$ cat src/design/cwv_div.sv
// ----------------------------------------------------------------------------
// cwv_div
// pipelined restoring divider, one quotient bit per stage
// ----------------------------------------------------------------------------
module cwv_div #(
    parameter int NW = 38,
    parameter int DW = 19
) (
    input  logic          i_clk,
    input  logic          i_en,
    input  logic [NW-1:0] i_num,
    input  logic [DW-1:0] i_den,
    output logic [NW-1:0] o_quo
);

    logic [DW-1:0] r_rem [NW];
    logic [NW-1:0] r_acc [NW];
    logic [DW-1:0] r_den [NW];

    for (genvar k = 0; k < NW; k++) begin : g_stage
        logic [DW-1:0] w_rem;
        logic [NW-1:0] w_acc;
        logic [DW-1:0] w_den;
        logic [DW:0]   w_trial;
        logic          w_ge;
        if (k == 0) begin : g_first
            assign w_rem = '0;
            assign w_acc = i_num;
            assign w_den = i_den;
        end else begin : g_next
            assign w_rem = r_rem[k-1];
            assign w_acc = r_acc[k-1];
            assign w_den = r_den[k-1];
        end
        assign w_trial = {w_rem, w_acc[NW-1]};
        assign w_ge    = (w_trial >= {1'b0, w_den});
        always_ff @(posedge i_clk) begin
            if (i_en) begin
                r_rem[k] <= w_ge ? DW'(w_trial - {1'b0, w_den}) : w_trial[DW-1:0];
                r_acc[k] <= {w_acc[NW-2:0], w_ge};
                r_den[k] <= w_den;
            end
        end
    end

    assign o_quo = r_acc[NW-1];

endmodule

$ cat config.mk
export PLATFORM = sky130hd
export DESIGN_NAME = cwv_div
export DESIGN_NICKNAME = d
export VERILOG_FILES = /design/src/design/cwv_div.sv
export SDC_FILE = /design/constraint.sdc
export NUM_CORES = 2
export LEC_CHECK = 0
export BUFFER_PORTS_ARGS = -buffer_cell sky130_fd_sc_hd__clkbuf_2
export CAP_MARGIN = 25
export CELL_PAD_IN_SITES_DETAIL_PLACEMENT = 0
export CELL_PAD_IN_SITES_GLOBAL_PLACEMENT = 2
export CORE_MARGIN = 8
export CORE_UTILIZATION = 42
export CTS_CLUSTER_DIAMETER = 30
export CTS_CLUSTER_SIZE = 20
export DETAILED_ROUTE_END_ITERATION = 10
export PLACE_DENSITY = 0.8
export SYNTH_ARGS = -nofsm -noshare
export SYNTH_HDL_FRONTEND = slang
export SYNTH_SLANG_ARGS = --single-unit
export TNS_END_PERCENT = 10
$ cat constraint.sdc
create_clock -name i_clk -period 3.46 [get_ports i_clk]
set_input_delay 0.865 -clock i_clk [delete_from_list [all_inputs] [get_ports i_clk]]
set_output_delay 0.865 -clock i_clk [all_outputs]
set_load 0.005 [all_outputs]
==> metrics.csv <==
stage,metric,value,unit
routing,vias,71900,
routing,mean routed wirelength per cell,17.0,um
global_route,Congestion Overflow GR,0,
cts,Clock transition at path regs,40,ps
global_route,number of global-route vias before repair,73700,
setup_path,crit path DAT,4190,ps
placed_design,routability cong.,0.848,
synthesis,Post-Syn Nets,9717,
synthesis,post-synthesis instance area,0.126,mm^2
setup_path,critical path type,flip-flop to flip-flop,
power_and_ir_drop,sw power,47.2,mW
power_and_ir_drop,VDD IR max,0.516,mV
cts,CTS tree,done,
sta,Worst-Margin Slew,684,ps
power_and_ir_drop,Gate power share,29.5,%
power_and_ir_drop,Pleak,62.2,nW
setup_path,startpoint type of the worst setup path,flip-flop,
setup_path,critical-path cell list,inv_2 -> ha_4 -> fa_2 -> nor2b_1 -> o31a_1 -> o31a_1 -> a311oi_2 -> o2bb2ai_2 -> o22ai_2 -> o41ai_4 -> a21oi_2 -> o32ai_4 -> buf_12 -> mux2_1,
floorplan,initial core utilization,42.2,%
floorplan,core box area,0.300,mm^2
placed_design,DP Area,0.135,mm^2
status,status,"complete, but fails checks",
cts,total clock buffers created by CTS,605,
sta,final hold vios,0,
sta,Final WS setup,-24.9,ps
synthesis,count of cell types in the netlist,88,
setup_path,Critical Path Most Common Cell,o31a_1,
sta,post-layout minimum cycle time,3480,ps
hold_path,HP Start,i_num[0],
setup_path,reg2reg path depth,14,
routing,Via density,4.99,
routing,Post-Route WL,244000,um
global_route,initial antenna violation count,5,
sta,RSZ-0062 raised after global routing,yes,
global_route,largest net degree at the start of global routing,98,
routing,Routed Antenna Nets,0,
synthesis,Post-Synthesis Mean Instance Area,14.2,um^2
layout,synthesis-to-layout area growth,24.9,%
sta,"Slew Viols, Final",0,
sta,"Setup violations, final",8,
power_and_ir_drop,internal power,109,mW
setup_path,Reg-to-Reg End,r_rem[0][48],
hold_path,hold depth,1,
sta,final worst path period share,101,%
synthesis,"FF+latch count, synth",2850,
setup_path,R2R setup slack,-20,ps
job,Max Cap Viol,0,
power_and_ir_drop,switching share of total power,30.3,%
cts,Clock Latency Late Sink,1000,ps
setup_path,Reg2Reg Launch Point,r_acc[0][75],
layout,fraction of layout cells with a size suffix above 1,18.0,%
routing,DRC Markers,0,
cts,CTS H-tree depth,6,
sta,Slew headroom,54.4,%
cts,CTS sink cnt,2850,
routing,drt pass-1 iters,6,
setup_path,Worst Setup End Kind,flip-flop,
floorplan,Die Span Y,565,um
hold_path,Hold EP,r_acc[0][1],
placed_design,dpl hpwl,167000,um
floorplan,boundary pin count,97,
synthesis,"EDFF count, synth",2850,
layout,nets,10700,
cts,CTS max path bufs,4,
synthesis,Syn. warnings,0,
sta,max frequency,287,MHz
floorplan,die footprint,0.319,mm^2
sta,hold slack final,106,ps
layout,fin area,0.158,mm^2
setup_path,critical path required time,4160,ps
floorplan,die width,565,um
synthesis,Mapped Cells,8917,
setup_path,CP peak stage delay,380,ps
setup_path,worst-path fanout max,17,
global_route,first-pass GRT wire length,389000,um
synthesis,ys flop type,edfxtp_1,
synthesis,"Seq/Total Area, Yosys",67.7,%
power_and_ir_drop,Clock Power Share,37.7,%
status,failing checks,negative setup slack,
power_and_ir_drop,sequential power share,32.8,%
placed_design,Buffers on Ports,96,
global_route,Overall Global Routing Usage,15.0,%
setup_path,CP max-delay cell,edfxtp_1,
sta,TNS Setup,-149,ps
hold_path,worst hold path class,input port to flip-flop,
synthesis,Post-synth ARST share,0,%
routing,Iteration-0 DRC Markers,4890,
floorplan,Rows,201,
cts,root buffer cell,clkbuf_16,
sta,Clock Skews,57.9,ps
power_and_ir_drop,Pwr per Cell Area,987,mW/mm^2
layout,FILL cells,24700,
-- worst max path at each step --
stage                   end    startpoint  slack (ps)  cells after the start
3_3_place_gp   r_rem[1][21]  r_acc[1][37]        -260                     14
2_1_floorplan  r_rem[0][56]  r_rem[0][20]         180                     12
4_1_cts        r_rem[0][48]  r_acc[0][75]         0.4                     14
6_report       r_rem[0][48]  r_acc[0][75]         -20                     14
3_5_place_dp   r_rem[1][36]  r_acc[1][37]        -200                     14
5_1_grt        r_rem[0][48]  r_acc[0][75]        -150                     14
-- worst max-delay path: cells and delay by family, from the launching register on --
kind | cells | cell delay [ps]
AOI/OAI and AO/OA | 8 | 1790
DFF | 1 | 380
adders and majority gates | 2 | 350
muxes | 1 | 330
buffers and inverters | 2 | 300
and+or+nand+nor | 1 | 60
-- kinds of logic after synthesis --
kind of cell	synth area share, %
xor+xnor	3.79
flops	67.7
buf+inv	3.06
compound gates	9.30
simple gates	5.97
fa+ha+maj	7.55
mux	2.59
-- cell usage in the layout, fill, tap and decap left out, types with 36 or more instances in the layout --
cell type,count
and3_1,36
nand2b_1,125
or3_1,37
mux2_2,249
nor3_1,100
bufinv_16,86
nor2b_1,118
a211oi_1,36
a21o_1,248
nor2_1,425
nand4_1,84
inv_6,46
nand2_1,448
o21a_1,88
clkinv_1,63
buf_4,312
clkbuf_2,95
clkbuf_1,63
clkbuf_16,610
clkinv_16,37
ha_1,697
o21ai_0,514
a21oi_1,558
clkinvlp_4,60
clkinv_2,92
xor2_1,229
nand3_1,88
buf_12,80
o21bai_1,56
inv_1,888
dlygate4sd3_1,47
edfxtp_1,2850
xnor2_1,318
-- synthesized netlist by cell type (24+ instances only) --
cell	n	share of area [%]
a211oi_1	41	0.24
nand2_1	449	1.3
a21o_1	248	1.5
xnor2_1	318	2.2
o21bai_1	56	0.33
o31ai_1	31	0.18
mux2_2	249	2.2
ha_1	705	7.0
mux2i_1	30	0.24
xor2_1	229	1.6
nor3_1	102	0.40
a21oi_1	576	2.3
edfxtp_1	2850	68
o21ai_0	535	2.1
nor2_1	426	1.3
o211ai_1	27	0.16
buf_2	33	0.13
a31oi_1	44	0.22
or3_1	37	0.18
nand2b_1	126	0.62
and3_1	36	0.18
nand4_1	84	0.42
clkbuf_1	84	0.25
fa_1	36	0.57
nand3_1	88	0.35
o21a_1	90	0.53
nor2b_1	121	0.60
inv_1	891	2.6
and2_1	24	0.12
-- state kept, by name, indices dropped and copies added, names as in the netlist --
register and cells:
r_den 703, r_rem 703, r_acc 1444
-- what timing repair did --
item,CTS,global route
gates cloned,1,4
gates resized for setup,32,106
hold buffers,47,0
buffers inserted,7,14
setup endpoints to repair,113,470
hold endpoints to repair,47,0
pin swaps,6,30
-- layer usage --
metal  track usage, %  vias up  part of all wire [%]
met5                0        -                     0
met4             5.46        0                   3.0
met3             2.64      527                   4.3
met2             25.2     1399                    48
met1             19.4    34500                    45
li1                 -    35500                     -
-- power by group through the flow --
stage	logic, mW	clock network, mW	registers [mW]
after floorplan	32.8	0	49.7
after global placement	44.0	0	51.9
after detailed placement	44.6	0	51.8
after CTS	45.3	60.3	51.3
after global routing	51.4	61.9	51.8
final	46.0	58.7	51.1
-- cell type report --
type	instances	area (um^2)	share of cell area (%)
sequential	2850	85600	54.2
multi-input combinational	5052	37500	23.8
clock buffer	669	15400	9.76
clock inverter	445	5980	3.79
timing repair buffer	542	5060	3.20
tap	3958	4950	3.14
inverter	892	3350	2.12
antenna	3	7.51	0.00476
-- stage by stage --
step / std cells / utilization (%) / total power [mW] / setup WS, ps
finish: 14400 / 52.7 / 156 / -24.9
global route: 14400 / 52.7 / 165 / -155
CTS: 14400 / 52.5 / 157 / 0.440
detailed placement: 13200 / 45.1 / 96.5 / -198
global placement: 13200 / 45.1 / 95.8 / -264
floorplan: 8917 / - / 82.6 / 182
No activity file was read; power rests on OpenSTA's default activity.
