**src/design/cwv_delay.sv**
```systemverilog
// ----------------------------------------------------------------------------
// cwv_delay
// enabled delay line, cleared by reset
// ----------------------------------------------------------------------------
module cwv_delay #(
    parameter int W = 8,
    parameter int D = 4
) (
    input  logic         i_clk,
    input  logic         i_rst_n,
    input  logic         i_en,
    input  logic [W-1:0] i_d,
    output logic [W-1:0] o_q
);

    logic [W-1:0] r_pipe [D];

    for (genvar k = 0; k < D; k++) begin : g_tap
        logic [W-1:0] w_in;
        if (k == 0) begin : g_first
            assign w_in = i_d;
        end else begin : g_next
            assign w_in = r_pipe[k-1];
        end
        always_ff @(posedge i_clk) begin
            if (!i_rst_n) begin
                r_pipe[k] <= '0;
            end else if (i_en) begin
                r_pipe[k] <= w_in;
            end
        end
    end

    assign o_q = r_pipe[D-1];

endmodule

```
**config.mk**
```make
export PLATFORM = sky130hd
export DESIGN_NAME = cwv_delay
export DESIGN_NICKNAME = d
export VERILOG_FILES = /design/src/design/cwv_delay.sv
export SDC_FILE = /design/constraint.sdc
export NUM_CORES = 1
export LEC_CHECK = 0
export BUFFER_PORTS_ARGS = -buffer_cell sky130_fd_sc_hd__clkbuf_2
export CORE_MARGIN = 3
export CORE_UTILIZATION = 30
export CTS_CLUSTER_SIZE = 25
export DETAILED_ROUTE_END_ITERATION = 16
export GPL_ROUTABILITY_DRIVEN = 0
export GPL_TIMING_DRIVEN = 0
export SYNTH_ARGS = -nofsm -noshare
export SYNTH_HDL_FRONTEND = slang
export SYNTH_SLANG_ARGS = --single-unit
```
**constraint.sdc**
```tcl
create_clock -name i_clk -period 3.7 [get_ports i_clk]
set_clock_uncertainty 0.1 [all_clocks]
set_input_delay 0.37 -clock i_clk [delete_from_list [all_inputs] [get_ports i_clk]]
set_output_delay 0.37 -clock i_clk [all_outputs]
set_load 0.1 [all_outputs]
```
==> results.cfg, run 1 <==
[setup_path]
largest_delay_contributor_family_on_the_critical_path = simple AND/OR/NAND/NOR gates
worst-setup-path-type = input port to register
cp.required_ns = 3.49
number_of_buffer_and_inverter_stages_on_the_critical_path = 1
crit_fanout = 32
critPathArrivalTime_ns = 1.48
worstPathCellList = clkbuf_2 -> or2b_1
crit_path_start_kind = input port
critPathMaxStageDelay_ns = 0.99
end_kind = register
critical-path-slowest-cell = or2b_1

[power_and_ir_drop]
netSwitchingPower_mw = 0.175
power.density_cell_area_nw_per_um2 = 510
swShare_pct = 23.4
sequentialPowerShare_pct = 57.5
power.share.clock_pct = 32.3
total_leakage_power_nw = 0.666
power.ir.vdd_worst_v = 0.000266
logic_gate_share_of_total_power_pct = 10.2
power_report.internal_total_mw = 0.574

[layout]
fin_nets = 107
largest_register = r_pipe
post-route-cell-area_um2 = 1470
reg.largest.list = r_pipe x32
drive_above_1_share_pct = 62.9
antennaDiodeCount = 0
largest_register_ff_count = 32
area_delta_synth_final_pct = 18.6
final.fill_count = 367
post_layout_nonfiller_instances = 145

[clock_network]
post_cts_buffers = 0
clock_latency_ns = 0.27
cts.clk_slew.worst_paths_ns = 0.06
number_of_clock_sinks_seen_by_cts = 32
cts_htree_levels = 2
clock_tree.root_cell = clkbuf_8
clock_path_buffers = 2
cts_buffers = 5
post_cts_resized = 0
tritoncts = done
cts_hold_buffers = 0

[synthesis]
netlist.top_cell.by_area = edfxtp_1
synth.area.mux_share_pct = 0
synth-xor-area-share_pct = 0
synth.net_count = 82
seq_area_frac_synth_pct = 77.6
yosysTopAreaCellShare_pct = 77.6
mappedNetlistArea_um2 = 1240
synth_top_family_by_area = simple AND/OR/NAND/NOR gates
synth.top_cells.by_count = and3_2, edfxtp_1, buf_2, clkbuf_2, or2b_1
adder_and_majority_gate_portion_of_the_synthesized_area_pct = 0
synthesis.instances = 71
synth_enable_flop_cells = 32
synthFlopType = edfxtp_1
post_synth_and_or_nand_nor_area_fraction_pct = 20.0
proportion_of_synthesized_flip_flops_having_asynchronous_set_or_reset_pct = 0
postSynthRegisterBits = 32
synth_top_cells_by_area = edfxtp_1, and3_2, buf_2
yosys_warnings = 0
postSynthAreaPerCell_um2 = 17.4
area_fraction_in_compound_gates_after_synthesis_pct = 0
yosysUniqueCellTypes = 5

[timing]
grt_setup_unrepaired = false
tns_ns = 0
final_max_slew_viol_count = 0
hold_viol_final = 0
clock.fmax_ghz = 0.590
period_share_pct = 45.8
timing.final.setup_violations = 0
hold_slack_ns = 0.328
worstMarginPinSlew_ns = 1.23
final.min_clock_period_ns = 1.69
timing.max_slew.rel_slack_pct = 17.9

[global_routing]
total_track_usage_pct = 7.58
number_of_antenna_violations_at_the_first_check_in_global_routing = 0
grt_max_degree = 33
grt_overflow_total = 0
first_global_vias = 667
grt_first_pass_wirelength_um = 2880

[die]
design.die.area_um2 = 4940
fp-row-count = 22
initial_utilization_pct = 32.4
boundaryPins = 19
die_width_um = 70.3
core_um2 = 3830
floorplan.die.height_um = 70.3

[routing]
postRouteWirelength_um = 1630
drtIter0Drc = 19
antenna_violating_nets_post_route = 0
num_vias = 640
drcViolationCount = 0
route.detailed.vias_per_inst = 4.41
route.detailed.wl_per_inst_um = 11.3
firstDrtPassIters = 2

[outcome]
status = finished clean

[placed_design]
port_buffers = 18
placed_area_um2 = 1390
placedCellCount = 137
dp_hpwl_um = 1080

[hold_path]
holdCritPathClass = input port to register

[run]
timing.max_cap.violations = 0
[cells in the final DEF (no fill, tap or decap), drive strengths merged]
| master | count |
|---|---|
| and3 | 32 |
| edfxtp | 32 |
| clkbuf | 28 |
| buf | 3 |
| or2b | 1 |
| clkinv | 1 |
[routing by layer]
layer | vias up | part of all wire [%] | GRT usage (%)
li1 | 324 | - | -
met1 | 292 | 40 | 7.68
met2 | 20 | 49 | 12.4
met3 | 4 | 9.3 | 4.75
met4 | 0 | 1.5 | 3.19
met5 | - | 0 | 0
[power by group through the flow]
stage          Sequential (mW)  Combinational (mW)  Clock (mW)
2_1_floorplan            0.476              0.0211           0
3_3_place_gp             0.437              0.0758           0
3_5_place_dp             0.438              0.0776           0
4_1_cts                  0.431              0.0777       0.252
5_1_grt                  0.434              0.0814       0.267
6_report                 0.430              0.0763       0.242
[metrics by stage]
stage | power, mW | worst slack [ns] | util (%)
4_1_cts | 0.761 | 1.95 | 38.4
6_report | 0.749 | 2.01 | 38.4
5_1_grt | 0.782 | 1.90 | 38.4
2_1_floorplan | 0.497 | 2.06 | -
3_5_place_dp | 0.516 | 1.65 | 36.3
3_3_place_gp | 0.513 | 1.72 | 36.3
[final timing paths]
kind | slack, ns | startpoint | cells after the start | end
worst max-delay path | 2.01 | i_rst_n | 2 | r_pipe[3][6]
worst min-delay path | 0.33 | i_d[2] | 2 | r_pipe[0][2]
worst max register to register | 2.78 | r_pipe[0][0] | 1 | r_pipe[1][0]
worst min register to register | 0.48 | r_pipe[1][3] | 1 | r_pipe[2][3]
[layout make-up]
| cell class | instances | area [um^2] | share of cell area (%) |
|---|---|---|---|
| well taps | 48 | 60.1 | 4.09 |
| clock inverters | 1 | 3.75 | 0.256 |
| plain buffers | 6 | 30.0 | 2.04 |
| multi-input cells | 33 | 248 | 16.9 |
| repair buffers | 18 | 90.1 | 6.13 |
| clock buffers | 7 | 76.3 | 5.20 |
| flip-flops and latches | 32 | 961 | 65.4 |
[logic make-up (layout without fill, tap and decap cells)]
| family | Yosys count | after routing |
|---|---|---|
| buffers and inverters | 6 | 32 |
| AND/OR/NAND/NOR | 33 | 33 |
| flip-flops | 32 | 32 |
Note: power is estimated with default switching activity, not from simulation.
==> inputs of run 2 (changes only) <==
--- a/config.mk
+++ b/config.mk
@@ -5,6 +5,7 @@
 export SDC_FILE = /design/constraint.sdc
 export NUM_CORES = 1
 export LEC_CHECK = 0
+export ABC_AREA = 1
 export BUFFER_PORTS_ARGS = -buffer_cell sky130_fd_sc_hd__clkbuf_2
 export CORE_MARGIN = 3
 export CORE_UTILIZATION = 30
==> constraint.sdc (replaced) <==
create_clock -name i_clk -period 1.5 [get_ports i_clk]
set_clock_uncertainty 0.1 [all_clocks]
set_input_delay 0.15 -clock i_clk [delete_from_list [all_inputs] [get_ports i_clk]]
set_output_delay 0.15 -clock i_clk [all_outputs]
set_load 0.1 [all_outputs]
==> run 2 against run 1 <==
Effect of this change:
- sequential share of layout area fell by 4.8 points
- critical path type is now register to primary output
- register-to-register slack got worse by 2.1 ns
- synthesized area rose by 8.1%
- wire length fell by 4.6%
- flip-flop and latch count did not move
- non-clock buffer count fell by 2
- core utilization fell by 0.11 points
- global-route usage fell by 0.53 points
- critical path depth fell by 1
- via count rose by 6.1%
==> results.cfg, run 2 <==
[outcome]
status = finished clean

[clock_network]
clock_tree.root_cell = clkbuf_8
cts_hold_buffers = 0
cts_htree_levels = 2
number_of_clock_sinks_seen_by_cts = 32
tritoncts = done
post_cts_resized = 0
cts.clk_slew.worst_paths_ns = 0.06
clock_latency_ns = 0.27
cts_buffers = 5
post_cts_buffers = 0
clock_path_buffers = 2

[routing]
num_vias = 679
drcViolationCount = 0
postRouteWirelength_um = 1560
firstDrtPassIters = 4
drtIter0Drc = 17
route.detailed.vias_per_inst = 3.79
antenna_violating_nets_post_route = 0
route.detailed.wl_per_inst_um = 8.70

[layout]
mostFrequentLayoutCells = inv_1, edfxtp_1, nor2_2
drive_above_1_share_pct = 45.0
reg.largest.list = r_pipe x32
area_delta_synth_final_pct = 18.5
antennaDiodeCount = 0
largest_register = r_pipe
layout.cells.most_common = inv_1
fin_nets = 139
footprint_of_the_flip_flops_and_latches_um2 = 961
largest_register_ff_count = 32
postLayoutCoreUtil_pct = 38.3
multiInputGateArea_um2 = 220
final.fill_count = 429

[timing]
timing.max_slew.rel_slack_pct = 54.6
hold_viol_final = 0
final_max_slew_viol_count = 0
hold_slack_ns = 0.0750
timing.final.setup_violations = 0
tns_ns = 0
worstMarginPinSlew_ns = 0.680
fin_ws_ns = 0.203
clock.fmax_ghz = 0.771
period_share_pct = 86.5
grt_setup_unrepaired = false
final.min_clock_period_ns = 1.30

[synthesis]
synthFlopType = edfxtp_1
most_frequent_cell_after_synthesis = inv_1
synth.top_cells.by_count = inv_1, edfxtp_1, nor2_2
synth_top_cells_by_area = edfxtp_1, nor2_2, inv_1
yosysTopAreaCellShare_pct = 71.8
postSynthRegisterBits = 32
yosysUniqueCellTypes = 8
mappedNetlistArea_um2 = 1340
yosys_warnings = 0
seq_area_frac_synth_pct = 71.8
synth_enable_flop_cells = 32
proportion_of_synthesized_flip_flops_having_asynchronous_set_or_reset_pct = 0
netlist.top_cell.by_area = edfxtp_1
synth.net_count = 113
synthesis.instances = 102
postSynthAreaPerCell_um2 = 13.1

[setup_path]
largest_delay_contributor_family_on_the_critical_path = buffers and inverters
critical-path-slowest-cell = clkbuf_2
cp.required_ns = 1.25
end_kind = primary output
worst-setup-path-type = register to primary output
crit_cells = 1
worstRegToRegCells = 2
worstPathCellList = clkbuf_2
crit_fanout = 1
crit_path_start_kind = register
critPathArrivalTime_ns = 1.05
regToRegSetupSlack_ns = 0.66
number_of_buffer_and_inverter_stages_on_the_critical_path = 1
critPathMaxStageDelay_ns = 0.45

[power_and_ir_drop]
power.ir.vdd_worst_v = 0.000457
total_leakage_power_nw = 0.664
power.density_cell_area_nw_per_um2 = 1180
total_power_mw = 1.88

[placed_design]
dp_hpwl_um = 1080
preCtsSetupSlack_ns = -0.245
port_buffers = 18

[global_routing]
grt_overflow_total = 0
first_global_vias = 629
total_track_usage_pct = 7.05
grt_first_pass_wirelength_um = 2590
number_of_antenna_violations_at_the_first_check_in_global_routing = 0
grt_max_degree = 33

[run]
timing.max_cap.violations = 0

[die]
core_um2 = 4140
floorplan.die.height_um = 72.8
boundaryPins = 19
die_width_um = 72.8
design.die.area_um2 = 5300
initial_utilization_pct = 32.3
fp-row-count = 23

[hold_path]
holdCritPathClass = input port to register
instance_count_along_the_most_critical_hold_path = 3
-- run 2: cell families (layout without fill, tap and decap cells) --
logic type | after synthesis | count (layout) | share of synthesized area (%)
DFF | 32 | 32 | 71.8
buffers and inverters | 36 | 63 | 11.8
and+or+nand+nor | 34 | 34 | 16.4
-- run 2: path summary, 6_finish.rpt --
kind	from	to
hold reg to reg	r_pipe[1][3]	r_pipe[2][3]
setup / recovery	r_pipe[3][2]	o_q[2]
hold / removal	i_d[4]	r_pipe[0][4]
setup reg to reg	r_pipe[1][6]	r_pipe[2][6]
-- run 2: final cells by class --
type,count,area share (%)
inverters,33,7.81
flip-flops and latches,32,60.6
clock inverters,1,0.237
well taps,50,3.94
plain buffers,3,2.13
clock buffers,7,4.81
multi-input cells,34,13.9
repair buffers,19,6.62
-- run 2: metal layers --
layer	global-route usage, %	share of wire [%]	up-vias
met2	12.5	59	20
met3	5.37	9.3	4
met4	3.69	1.7	0
met5	0	0	-
li1	-	-	357
met1	5.37	30	298
-- run 2: report_power, final --
group          total [mW]  switching (mW)  internal (mW)  leakage, nW
clock               0.598           0.276          0.322       0.0399
combinational       0.222           0.173         0.0492        0.271
sequential           1.06          0.0138           1.05        0.353
total                1.88           0.462           1.42        0.664
-- run 2: through the flow --
stage,area [um^2],cells
2_1_floorplan,1340,102
3_3_place_gp,1490,170
3_5_place_dp,1490,170
4_1_cts,1570,178
5_1_grt,1590,179
6_report,1590,179
